`src/rtl/core/rational_arithmetic_unit_macros.svh`:
```
// assertion helpers used by the rtl controller
`ifndef RATIONAL_ARITHMETIC_UNIT_MACROS_SVH
`define RATIONAL_ARITHMETIC_UNIT_MACROS_SVH

`ifndef SYNTHESIS
`define RAU_ASSERT_IMP(label, ante, cons) \
    label: assert property (@(posedge clk) disable iff (!rst_n) (ante) |-> (cons)) \
        else $error("rau assertion failed");
`define RAU_ASSERT_NEXT(label, ante, cons) \
    label: assert property (@(posedge clk) disable iff (!rst_n) (ante) |=> (cons)) \
        else $error("rau assertion failed");
`else
`define RAU_ASSERT_IMP(label, ante, cons)
`define RAU_ASSERT_NEXT(label, ante, cons)
`endif

`endif

```
`src/rtl/core/rau_pkg.sv`:
```
package rau_pkg;

    localparam int RES_W  = 34;
    localparam int ACT_W  = 2;
    localparam int OUT_DW = ((2 * RES_W + 7) / 8) * 8;

    localparam logic [ACT_W-1:0] ACT_ADD = 2'd0;
    localparam logic [ACT_W-1:0] ACT_SUB = 2'd1;
    localparam logic [ACT_W-1:0] ACT_MUL = 2'd2;
    localparam logic [ACT_W-1:0] ACT_DIV = 2'd3;

    localparam int OP_W = 4;
    localparam logic [OP_W-1:0] OP_NONE       = 4'd0;
    localparam logic [OP_W-1:0] OP_MUL_A      = 4'd1;
    localparam logic [OP_W-1:0] OP_MUL_B      = 4'd2;
    localparam logic [OP_W-1:0] OP_MUL_C      = 4'd3;
    localparam logic [OP_W-1:0] OP_DEN        = 4'd4;
    localparam logic [OP_W-1:0] OP_GCD_INIT   = 4'd5;
    localparam logic [OP_W-1:0] OP_TWOS       = 4'd6;
    localparam logic [OP_W-1:0] OP_MAKE_ODD   = 4'd7;
    localparam logic [OP_W-1:0] OP_GCD_STEP   = 4'd8;
    localparam logic [OP_W-1:0] OP_DIV_N_INIT = 4'd9;
    localparam logic [OP_W-1:0] OP_DIV_STEP   = 4'd10;
    localparam logic [OP_W-1:0] OP_DIV_D_INIT = 4'd11;

    typedef struct packed {
        logic            capture;
        logic            load_out;
        logic [OP_W-1:0] op;
    } dp_cmd_t;

    typedef struct packed {
        logic den_zero;
        logic num_zero;
        logic both_even;
        logic v_zero;
        logic div_done;
    } dp_stat_t;

endpackage

```
`src/rtl/core/rational_arithmetic_unit.sv`:
```
// Rational arithmetic unit: one input beat carries two signed fractions and an operation
// (add, subtract, multiply, divide); one output beat returns the result reduced by the
// greatest common divisor, denominator made positive. A zero numerator comes back
// unreduced with the cross-product denominator; a zero denominator sets m_tuser and
// returns the unreduced numerator over zero. Items are handled one at a time: the next
// beat is taken as soon as the previous result has moved into the output register, even
// if that result is still waiting on m_tready. Zero cases go straight to the output stage;
// the others strip the T common factors of two, run the bit-serial binary GCD and divide
// numerator and denominator by it on the shared one-bit-per-cycle divider, whose internal
// width is P = min(2*W+1, 64), 33 at 16-bit operands.
module rational_arithmetic_unit #(
    parameter int OPERAND_WIDTH = 16
) (
    input  logic                                            clk,
    input  logic                                            rst_n,
    input  logic                                            s_tvalid,
    output logic                                            s_tready,
    // a_num, a_den, b_num, b_den
    input  logic [((4 * OPERAND_WIDTH + 7) / 8) * 8 - 1:0]  s_tdata,
    // action
    input  logic [rau_pkg::ACT_W-1:0]                       s_tuser,
    output logic                                            m_tvalid,
    input  logic                                            m_tready,
    // res_num, res_den, zero pad
    output logic [rau_pkg::OUT_DW-1:0]                      m_tdata,
    // status
    output logic [0:0]                                      m_tuser
);

    localparam int W = OPERAND_WIDTH;

    rau_pkg::dp_cmd_t                 cmd;
    rau_pkg::dp_stat_t                stat;
    logic signed [rau_pkg::RES_W-1:0] res_num;
    logic signed [rau_pkg::RES_W-1:0] res_den;
    logic                             res_status;

    rau_ctrl u_ctrl (
        .clk      (clk),
        .rst_n    (rst_n),
        .s_tvalid (s_tvalid),
        .s_tready (s_tready),
        .m_tvalid (m_tvalid),
        .m_tready (m_tready),
        .cmd      (cmd),
        .stat     (stat)
    );

    rau_dp #(
        .OPERAND_WIDTH (OPERAND_WIDTH)
    ) u_dp (
        .clk        (clk),
        .cmd        (cmd),
        .stat       (stat),
        .in_action  (s_tuser),
        .in_a_num   (signed'(s_tdata[W-1:0])),
        .in_a_den   (signed'(s_tdata[2*W-1:W])),
        .in_b_num   (signed'(s_tdata[3*W-1:2*W])),
        .in_b_den   (signed'(s_tdata[4*W-1:3*W])),
        .res_num    (res_num),
        .res_den    (res_den),
        .res_status (res_status)
    );

    assign m_tdata = rau_pkg::OUT_DW'({res_den, res_num});
    assign m_tuser = res_status;

endmodule

```
`src/rtl/core/rau_dp.sv`:
```
module rau_dp #(
    parameter int OPERAND_WIDTH = 16
) (
    input  logic                                    clk,
    input  rau_pkg::dp_cmd_t                        cmd,
    output rau_pkg::dp_stat_t                       stat,
    input  logic [rau_pkg::ACT_W-1:0]               in_action,
    input  logic signed [OPERAND_WIDTH-1:0]         in_a_num,
    input  logic signed [OPERAND_WIDTH-1:0]         in_a_den,
    input  logic signed [OPERAND_WIDTH-1:0]         in_b_num,
    input  logic signed [OPERAND_WIDTH-1:0]         in_b_den,
    output logic signed [rau_pkg::RES_W-1:0]        res_num,
    output logic signed [rau_pkg::RES_W-1:0]        res_den,
    output logic                                    res_status
);

    localparam int W   = OPERAND_WIDTH;
    localparam int PW  = (2 * W + 1 > 64) ? 64 : 2 * W + 1;
    localparam int KW  = $clog2(PW);
    localparam int CW  = $clog2(PW + 1);
    localparam int RW  = rau_pkg::RES_W;
    localparam int EXT = (PW > RW) ? PW : RW;

    logic [rau_pkg::ACT_W-1:0] action_reg, action_next;
    logic signed [W-1:0]       an_reg, an_next, ad_reg, ad_next;
    logic signed [W-1:0]       bn_reg, bn_next, bd_reg, bd_next;
    logic signed [2*W-1:0]     prod_reg, prod_next;
    logic signed [PW-1:0]      num_reg, num_next, den_reg, den_next;
    logic [PW-1:0]             u_reg, u_next, v_reg, v_next;
    logic [KW-1:0]             k_reg, k_next;
    logic [PW-1:0]             rem_reg, rem_next, quo_reg, quo_next, qn_reg, qn_next;
    logic [CW-1:0]             cnt_reg, cnt_next;
    logic signed [RW-1:0]      res_num_reg, res_num_next, res_den_reg, res_den_next;
    logic                      status_reg, status_next;

    logic signed [W-1:0]       mul_x, mul_y;
    logic signed [2*W-1:0]     prod;
    logic signed [PW-1:0]      prod_ext;
    logic [PW-1:0]             num_mag, den_mag;
    logic [PW:0]               trial, diff;
    logic                      q_bit;
    logic [EXT-1:0]            qn_ext, qd_ext, red_num;
    logic signed [EXT-1:0]     num_sx, den_sx;

    // multiplier operand selection
    always_comb
    begin
        mul_x = an_reg;
        mul_y = bd_reg;
        case (cmd.op)
            rau_pkg::OP_MUL_A:
            begin
                mul_x = an_reg;
                mul_y = (action_reg == rau_pkg::ACT_MUL) ? bn_reg : bd_reg;
            end
            rau_pkg::OP_MUL_B:
            begin
                mul_x = bn_reg;
                mul_y = ad_reg;
            end
            rau_pkg::OP_MUL_C:
            begin
                mul_x = ad_reg;
                mul_y = (action_reg == rau_pkg::ACT_DIV) ? bn_reg : bd_reg;
            end
            default:
            begin
                mul_x = an_reg;
                mul_y = bd_reg;
            end
        endcase
    end

    assign prod     = (2*W)'(mul_x) * (2*W)'(mul_y);
    assign prod_ext = PW'(prod_reg);
    assign num_mag  = num_reg[PW-1] ? unsigned'(-num_reg) : unsigned'(num_reg);
    assign den_mag  = den_reg[PW-1] ? unsigned'(-den_reg) : unsigned'(den_reg);

    // restoring divider step
    assign trial = {rem_reg, quo_reg[PW-1]};
    assign diff  = trial - {1'b0, u_reg};
    assign q_bit = !diff[PW];

    // sign fix-up of the reduced result
    assign qn_ext  = EXT'(qn_reg);
    assign qd_ext  = EXT'(quo_reg);
    assign red_num = (num_reg[PW-1] ^ den_reg[PW-1]) ? (-qn_ext) : qn_ext;
    assign num_sx  = EXT'(num_reg);
    assign den_sx  = EXT'(den_reg);

    always_comb
    begin
        action_next  = action_reg;
        an_next      = an_reg;
        ad_next      = ad_reg;
        bn_next      = bn_reg;
        bd_next      = bd_reg;
        prod_next    = prod_reg;
        num_next     = num_reg;
        den_next     = den_reg;
        u_next       = u_reg;
        v_next       = v_reg;
        k_next       = k_reg;
        rem_next     = rem_reg;
        quo_next     = quo_reg;
        qn_next      = qn_reg;
        cnt_next     = cnt_reg;
        res_num_next = res_num_reg;
        res_den_next = res_den_reg;
        status_next  = status_reg;

        if (cmd.capture)
        begin
            action_next = in_action;
            an_next     = in_a_num;
            ad_next     = in_a_den;
            bn_next     = in_b_num;
            bd_next     = in_b_den;
        end

        case (cmd.op)
            rau_pkg::OP_MUL_A:
            begin
                prod_next = prod;
            end
            rau_pkg::OP_MUL_B:
            begin
                prod_next = prod;
                num_next  = prod_ext;
            end
            rau_pkg::OP_MUL_C:
            begin
                prod_next = prod;
                if (action_reg == rau_pkg::ACT_ADD)
                begin
                    num_next = num_reg + prod_ext;
                end
                else if (action_reg == rau_pkg::ACT_SUB)
                begin
                    num_next = num_reg - prod_ext;
                end
            end
            rau_pkg::OP_DEN:
            begin
                den_next = prod_ext;
            end
            rau_pkg::OP_GCD_INIT:
            begin
                u_next = den_mag;
                v_next = num_mag;
                k_next = '0;
            end
            rau_pkg::OP_TWOS:
            begin
                u_next = u_reg >> 1;
                v_next = v_reg >> 1;
                k_next = k_reg + 1'b1;
            end
            rau_pkg::OP_MAKE_ODD:
            begin
                if (!u_reg[0])
                begin
                    u_next = v_reg;
                    v_next = u_reg;
                end
            end
            rau_pkg::OP_GCD_STEP:
            begin
                if (!v_reg[0])
                begin
                    v_next = v_reg >> 1;
                end
                else if (u_reg > v_reg)
                begin
                    u_next = v_reg;
                    v_next = u_reg - v_reg;
                end
                else
                begin
                    v_next = v_reg - u_reg;
                end
            end
            rau_pkg::OP_DIV_N_INIT:
            begin
                quo_next = num_mag >> k_reg;
                rem_next = '0;
                cnt_next = CW'(PW);
            end
            rau_pkg::OP_DIV_STEP:
            begin
                rem_next = q_bit ? diff[PW-1:0] : trial[PW-1:0];
                quo_next = {quo_reg[PW-2:0], q_bit};
                cnt_next = cnt_reg - 1'b1;
            end
            rau_pkg::OP_DIV_D_INIT:
            begin
                qn_next  = quo_reg;
                quo_next = den_mag >> k_reg;
                rem_next = '0;
                cnt_next = CW'(PW);
            end
            default:
            begin
            end
        endcase

        if (cmd.load_out)
        begin
            if (den_reg == '0)
            begin
                res_num_next = num_sx[RW-1:0];
                res_den_next = '0;
                status_next  = 1'b1;
            end
            else if (num_reg == '0)
            begin
                res_num_next = '0;
                res_den_next = den_sx[RW-1:0];
                status_next  = 1'b0;
            end
            else
            begin
                res_num_next = red_num[RW-1:0];
                res_den_next = qd_ext[RW-1:0];
                status_next  = 1'b0;
            end
        end
    end

    always_ff @(posedge clk)
    begin
        action_reg  <= action_next;
        an_reg      <= an_next;
        ad_reg      <= ad_next;
        bn_reg      <= bn_next;
        bd_reg      <= bd_next;
        prod_reg    <= prod_next;
        num_reg     <= num_next;
        den_reg     <= den_next;
        u_reg       <= u_next;
        v_reg       <= v_next;
        k_reg       <= k_next;
        rem_reg     <= rem_next;
        quo_reg     <= quo_next;
        qn_reg      <= qn_next;
        cnt_reg     <= cnt_next;
        res_num_reg <= res_num_next;
        res_den_reg <= res_den_next;
        status_reg  <= status_next;
    end

    assign stat.den_zero  = (den_reg == '0);
    assign stat.num_zero  = (num_reg == '0);
    assign stat.both_even = !u_reg[0] && !v_reg[0];
    assign stat.v_zero    = (v_reg == '0);
    assign stat.div_done  = (cnt_reg == '0);

    assign res_num    = res_num_reg;
    assign res_den    = res_den_reg;
    assign res_status = status_reg;

endmodule

```
`src/rtl/core/rau_ctrl.sv`:
```
`include "rational_arithmetic_unit_macros.svh"

module rau_ctrl (
    input  logic               clk,
    input  logic               rst_n,
    input  logic               s_tvalid,
    output logic               s_tready,
    output logic               m_tvalid,
    input  logic               m_tready,
    output rau_pkg::dp_cmd_t   cmd,
    input  rau_pkg::dp_stat_t  stat
);

    localparam logic [3:0] S_IDLE  = 4'd0;
    localparam logic [3:0] S_MUL_A = 4'd1;
    localparam logic [3:0] S_MUL_B = 4'd2;
    localparam logic [3:0] S_MUL_C = 4'd3;
    localparam logic [3:0] S_DEN   = 4'd4;
    localparam logic [3:0] S_CHECK = 4'd5;
    localparam logic [3:0] S_TWOS  = 4'd6;
    localparam logic [3:0] S_GCD   = 4'd7;
    localparam logic [3:0] S_DIV_N = 4'd8;
    localparam logic [3:0] S_DIV_D = 4'd9;
    localparam logic [3:0] S_OUT   = 4'd10;

    logic [3:0] state_reg, state_next;
    logic       m_tvalid_reg, m_tvalid_next;

    always_comb
    begin
        state_next   = state_reg;
        cmd.capture  = 1'b0;
        cmd.load_out = 1'b0;
        cmd.op       = rau_pkg::OP_NONE;

        case (state_reg)
            S_IDLE:
            begin
                if (s_tvalid)
                begin
                    cmd.capture = 1'b1;
                    state_next  = S_MUL_A;
                end
            end
            S_MUL_A:
            begin
                cmd.op     = rau_pkg::OP_MUL_A;
                state_next = S_MUL_B;
            end
            S_MUL_B:
            begin
                cmd.op     = rau_pkg::OP_MUL_B;
                state_next = S_MUL_C;
            end
            S_MUL_C:
            begin
                cmd.op     = rau_pkg::OP_MUL_C;
                state_next = S_DEN;
            end
            S_DEN:
            begin
                cmd.op     = rau_pkg::OP_DEN;
                state_next = S_CHECK;
            end
            S_CHECK:
            begin
                cmd.op     = rau_pkg::OP_GCD_INIT;
                state_next = (stat.den_zero || stat.num_zero) ? S_OUT : S_TWOS;
            end
            S_TWOS:
            begin
                if (stat.both_even)
                begin
                    cmd.op = rau_pkg::OP_TWOS;
                end
                else
                begin
                    cmd.op     = rau_pkg::OP_MAKE_ODD;
                    state_next = S_GCD;
                end
            end
            S_GCD:
            begin
                if (stat.v_zero)
                begin
                    cmd.op     = rau_pkg::OP_DIV_N_INIT;
                    state_next = S_DIV_N;
                end
                else
                begin
                    cmd.op = rau_pkg::OP_GCD_STEP;
                end
            end
            S_DIV_N:
            begin
                if (stat.div_done)
                begin
                    cmd.op     = rau_pkg::OP_DIV_D_INIT;
                    state_next = S_DIV_D;
                end
                else
                begin
                    cmd.op = rau_pkg::OP_DIV_STEP;
                end
            end
            S_DIV_D:
            begin
                if (stat.div_done)
                begin
                    state_next = S_OUT;
                end
                else
                begin
                    cmd.op = rau_pkg::OP_DIV_STEP;
                end
            end
            S_OUT:
            begin
                if (!m_tvalid_reg || m_tready)
                begin
                    cmd.load_out = 1'b1;
                    state_next   = S_IDLE;
                end
            end
            default:
            begin
                state_next = S_IDLE;
            end
        endcase
    end

    always_comb
    begin
        m_tvalid_next = m_tvalid_reg;
        if (cmd.load_out)
        begin
            m_tvalid_next = 1'b1;
        end
        else if (m_tready)
        begin
            m_tvalid_next = 1'b0;
        end
    end

    always_ff @(posedge clk or negedge rst_n)
    begin
        if (!rst_n)
        begin
            state_reg    <= S_IDLE;
            m_tvalid_reg <= 1'b0;
        end
        else
        begin
            state_reg    <= state_next;
            m_tvalid_reg <= m_tvalid_next;
        end
    end

    assign s_tready = (state_reg == S_IDLE);
    assign m_tvalid = m_tvalid_reg;

    `RAU_ASSERT_IMP(a_out_free, cmd.load_out, !m_tvalid_reg || m_tready)
    `RAU_ASSERT_NEXT(a_cap_start, cmd.capture, state_reg == S_MUL_A)
    `RAU_ASSERT_IMP(a_div_live, cmd.op == rau_pkg::OP_DIV_STEP, !stat.div_done)
    `RAU_ASSERT_NEXT(a_zero_skip, state_reg == S_CHECK && stat.den_zero, state_reg == S_OUT)

endmodule

```
`config.mk`:
```
export PLATFORM = sky130hd
export DESIGN_NAME = rational_arithmetic_unit
export DESIGN_NICKNAME = d
export VERILOG_FILES = /design/src/rtl/core/rau_pkg.sv /design/src/rtl/core/rational_arithmetic_unit.sv /design/src/rtl/core/rau_dp.sv /design/src/rtl/core/rau_ctrl.sv
export VERILOG_INCLUDE_DIRS = /design/src /design/src/rtl/core
export SDC_FILE = /design/constraint.sdc
export NUM_CORES = 2
export LEC_CHECK = 0
export BUFFER_PORTS_ARGS = -buffer_cell sky130_fd_sc_hd__buf_2
export CORE_ASPECT_RATIO = 0.6
export CORE_UTILIZATION = 60
export DETAILED_ROUTE_END_ITERATION = 8
export GPL_TIMING_DRIVEN = 0
export PLACE_DENSITY = 0.79
export SLEW_MARGIN = 20
export SYNTH_ARGS = -nofsm -noshare
export SYNTH_HDL_FRONTEND = slang
export SYNTH_SLANG_ARGS = --single-unit
```
`constraint.sdc`:
```
create_clock -name clk -period 15.2 [get_ports clk]
set_input_delay 1.52 -clock clk [delete_from_list [all_inputs] [get_ports clk]]
set_output_delay 1.52 -clock clk [all_outputs]
set_load 0.02 [all_outputs]
```
==> flow_summary.ini <==
[status]
status = finished with violations
violations = DRC

[timing]
hold_viol_final = 0
final_max_slew_viol_count = 0
tightest_slew_ns = 1.25
fin_setup_tns_ns = 0
period_minus_slack_ns = 11.72
fin_worst_skew_ns = 0.0271
fmax_ghz = 0.0853
rsz0062_at_grt = no
period_share_pct = 77.1
slew_headroom_pct = 16.9
setup_viol = 0

[final_layout]
layout.nets = 4868
synthToLayoutAreaGrowth_pct = 8.94
drive_above_1_share_pct = 7.48
fill_cells = 5112

[clock_network]
cts-htree-levels = 2
cts_root_buffer = clkbuf_16
cts_made_buffers = 41
cts_max_path_buffers = 3
cts_resized = 0
clock-sinks = 414
cts_tree = done
cts_setup_buffers = 0
clock_latency_ns = 0.60
cts_hold_buffers = 0
clkTransAtPathRegs_ns = 0.07

[routing]
drc = 5
vias_per_cell = 6.58
post_drt_wl_per_cell_um = 26.5
dr.first_iter.drc_count = 5300
ant_nets = 0
drt-total-wl_um = 138000
vias = 34100
drt-pass1-iter-count = 9

[synthesis]
ys_seq_elements = 414
syn_area_mm2 = 0.0383
yosysMostFrequentCell = nand2_1
synth.distinct_cells = 91
synthMuxAreaShare_pct = 4.14
ys.flop_type = edfxtp_1
synth_area_leaders = edfxtp_1 (32%), fa_1 (14%), ha_1 (7.2%), nand2_1 (4.5%), inv_1 (4.4%)
synth_commonest_cells = nand2_1 (459), inv_1 (450), edfxtp_1 (409)
synthAdderAreaFrac_pct = 21.1
yosysTopAreaCell = edfxtp_1
synth_edf_count = 409
synth_xor_area_share_pct = 5.67
netlist_instances = 4096
synth_simple_gate_area_share_pct = 13.5
ys_async_sr_fraction_pct = 1.21
ys.warnings.count = 0
synth_top_family_by_area = adder cells
netlist.area_leader.share_pct = 32.1
synth_compound_gate_area_share_pct = 16.7
syn_avg_cell_area_um2 = 9.35
ys_seq_area_share_pct = 32.4

[grt]
overflow = 0
antenna_found_initial = 4
first_global_vias = 32000
grt_pass1_wl_um = 205000
grt_usage_pct = 42.7
grt_max_degree = 47

[placement]
io_buffers = 140
dp_hpwl_um = 111000
gp_congestion = 1.05

[floorplan]
die-area_mm2 = 0.0649
fp.dieW_um = 328
start_util_pct = 60.9
die_y_um = 198
ioPinCount = 145
rows = 71
core_region_area_mm2 = 0.0629

[setup_path]
max_stage_delay_ns = 0.92
reg2reg_slack_ns = 3.48
endpoint_kind = register
cpMostUsedCell = inv_1
reg2reg_depth = 35
cp.required_ns = 15.53
cpLargestDelayFamily = adder cells
crit_end = u_dp.prod_reg[31]$_DFFE_PN_
r2r-start = u_dp.v_reg[0]$_DFFE_PP_
cp_slowest_cell = a2111oi_0
crit_path_max_fanout = 10
cp_num_buf_inv = 10
crit_path_start_kind = register
path_class = register to register
crit_start = u_dp.v_reg[0]$_DFFE_PP_
arrival_ns = 12.05
path_depth = 35
reg2reg_to = u_dp.prod_reg[31]$_DFFE_PN_

[hold_path]
worstHoldPathType = register to register

[job]
drv_cap = 0
worst min path at each step:
stage	start	endpoint	slack [ns]	depth (start not counted)
6_report	u_dp.prod_reg[1]$_DFFE_PN_	u_dp.den_reg[1]$_DFFE_PN_	0.54	0
5_1_grt	u_dp.prod_reg[1]$_DFFE_PN_	u_dp.den_reg[1]$_DFFE_PN_	0.56	0
4_1_cts	u_dp.prod_reg[1]$_DFFE_PN_	u_dp.den_reg[1]$_DFFE_PN_	0.54	0
3_5_place_dp	u_dp.prod_reg[1]$_DFFE_PN_	u_dp.den_reg[1]$_DFFE_PN_	0.52	0
3_3_place_gp	u_dp.prod_reg[1]$_DFFE_PN_	u_dp.den_reg[1]$_DFFE_PN_	0.54	0
2_1_floorplan	u_dp.quo_reg[31]$_DFFE_PP_	u_dp.qn_reg[31]$_DFFE_PP_	0.43	0
layout by cell type (no fill, tap or decap), types with 22 or more instances in the layout:
cell type	n
nand2_1	459
buf_2	164
nand4_1	22
nor2b_1	34
ha_1	221
nor4_1	23
xor2_1	116
nor2_1	333
or2_2	26
nand2b_1	45
clkbuf_1	165
a21o_1	108
o21ai_0	222
clkbuf_16	41
edfxtp_1	409
mux2i_1	120
inv_1	450
xnor2_1	132
o31ai_1	55
a21oi_1	301
nand3_1	55
nor3_1	49
a22oi_1	31
a211oi_1	35
fa_1	266
kinds of logic after synthesis:
logic type / count (synthesis)
and+or+nand+nor: 1150
AOI/OAI and AO/OA: 1003
buffers and inverters: 646
adders and majority gates: 487
DFF: 414
xor gates and xnor gates: 248
muxes: 147
other: 1
routing by layer:
| layer | wire length, um | vias up | track usage [%] |
|---|---|---|---|
| met5 | 365 | - | 3.90 |
| met4 | 2760 | 6 | 8.22 |
| met3 | 24700 | 221 | 19.7 |
| met2 | 51500 | 2513 | 54.5 |
| met1 | 58300 | 16600 | 64.6 |
| li1 | - | 14800 | - |
per-stage QoR:
| step | instance area, um2 | hold WS [ns] | worst slack [ns] | instances | util (%) |
|---|---|---|---|---|---|
| after floorplan | 38300 | 0.426 | 4.02 | 4099 | - |
| after global placement | 40100 | 0.541 | -0.823 | 5078 | 63.7 |
| after detailed placement | 40400 | 0.518 | 3.95 | 5107 | 64.3 |
| after CTS | 41700 | 0.538 | 3.84 | 5182 | 66.3 |
| after global routing | 41700 | 0.564 | 3.08 | 5184 | 66.3 |
| final | 41700 | 0.538 | 3.48 | 5185 | 66.4 |
area by class of cell:
type	instances	area (um2)	share of cell area [%]
multi-input combinational	3039	23500	56.4
sequential	414	12400	29.7
inverter	454	1700	4.08
tap	839	1050	2.52
clock buffer	45	1040	2.49
timing repair buffer	169	996	2.39
buffer	192	757	1.81
clock inverter	30	245	0.588
antenna	3	7.51	0.0180
Power is not shown: default switching activity piles up to over one toggle a cycle in this logic, so the estimate is an artifact.
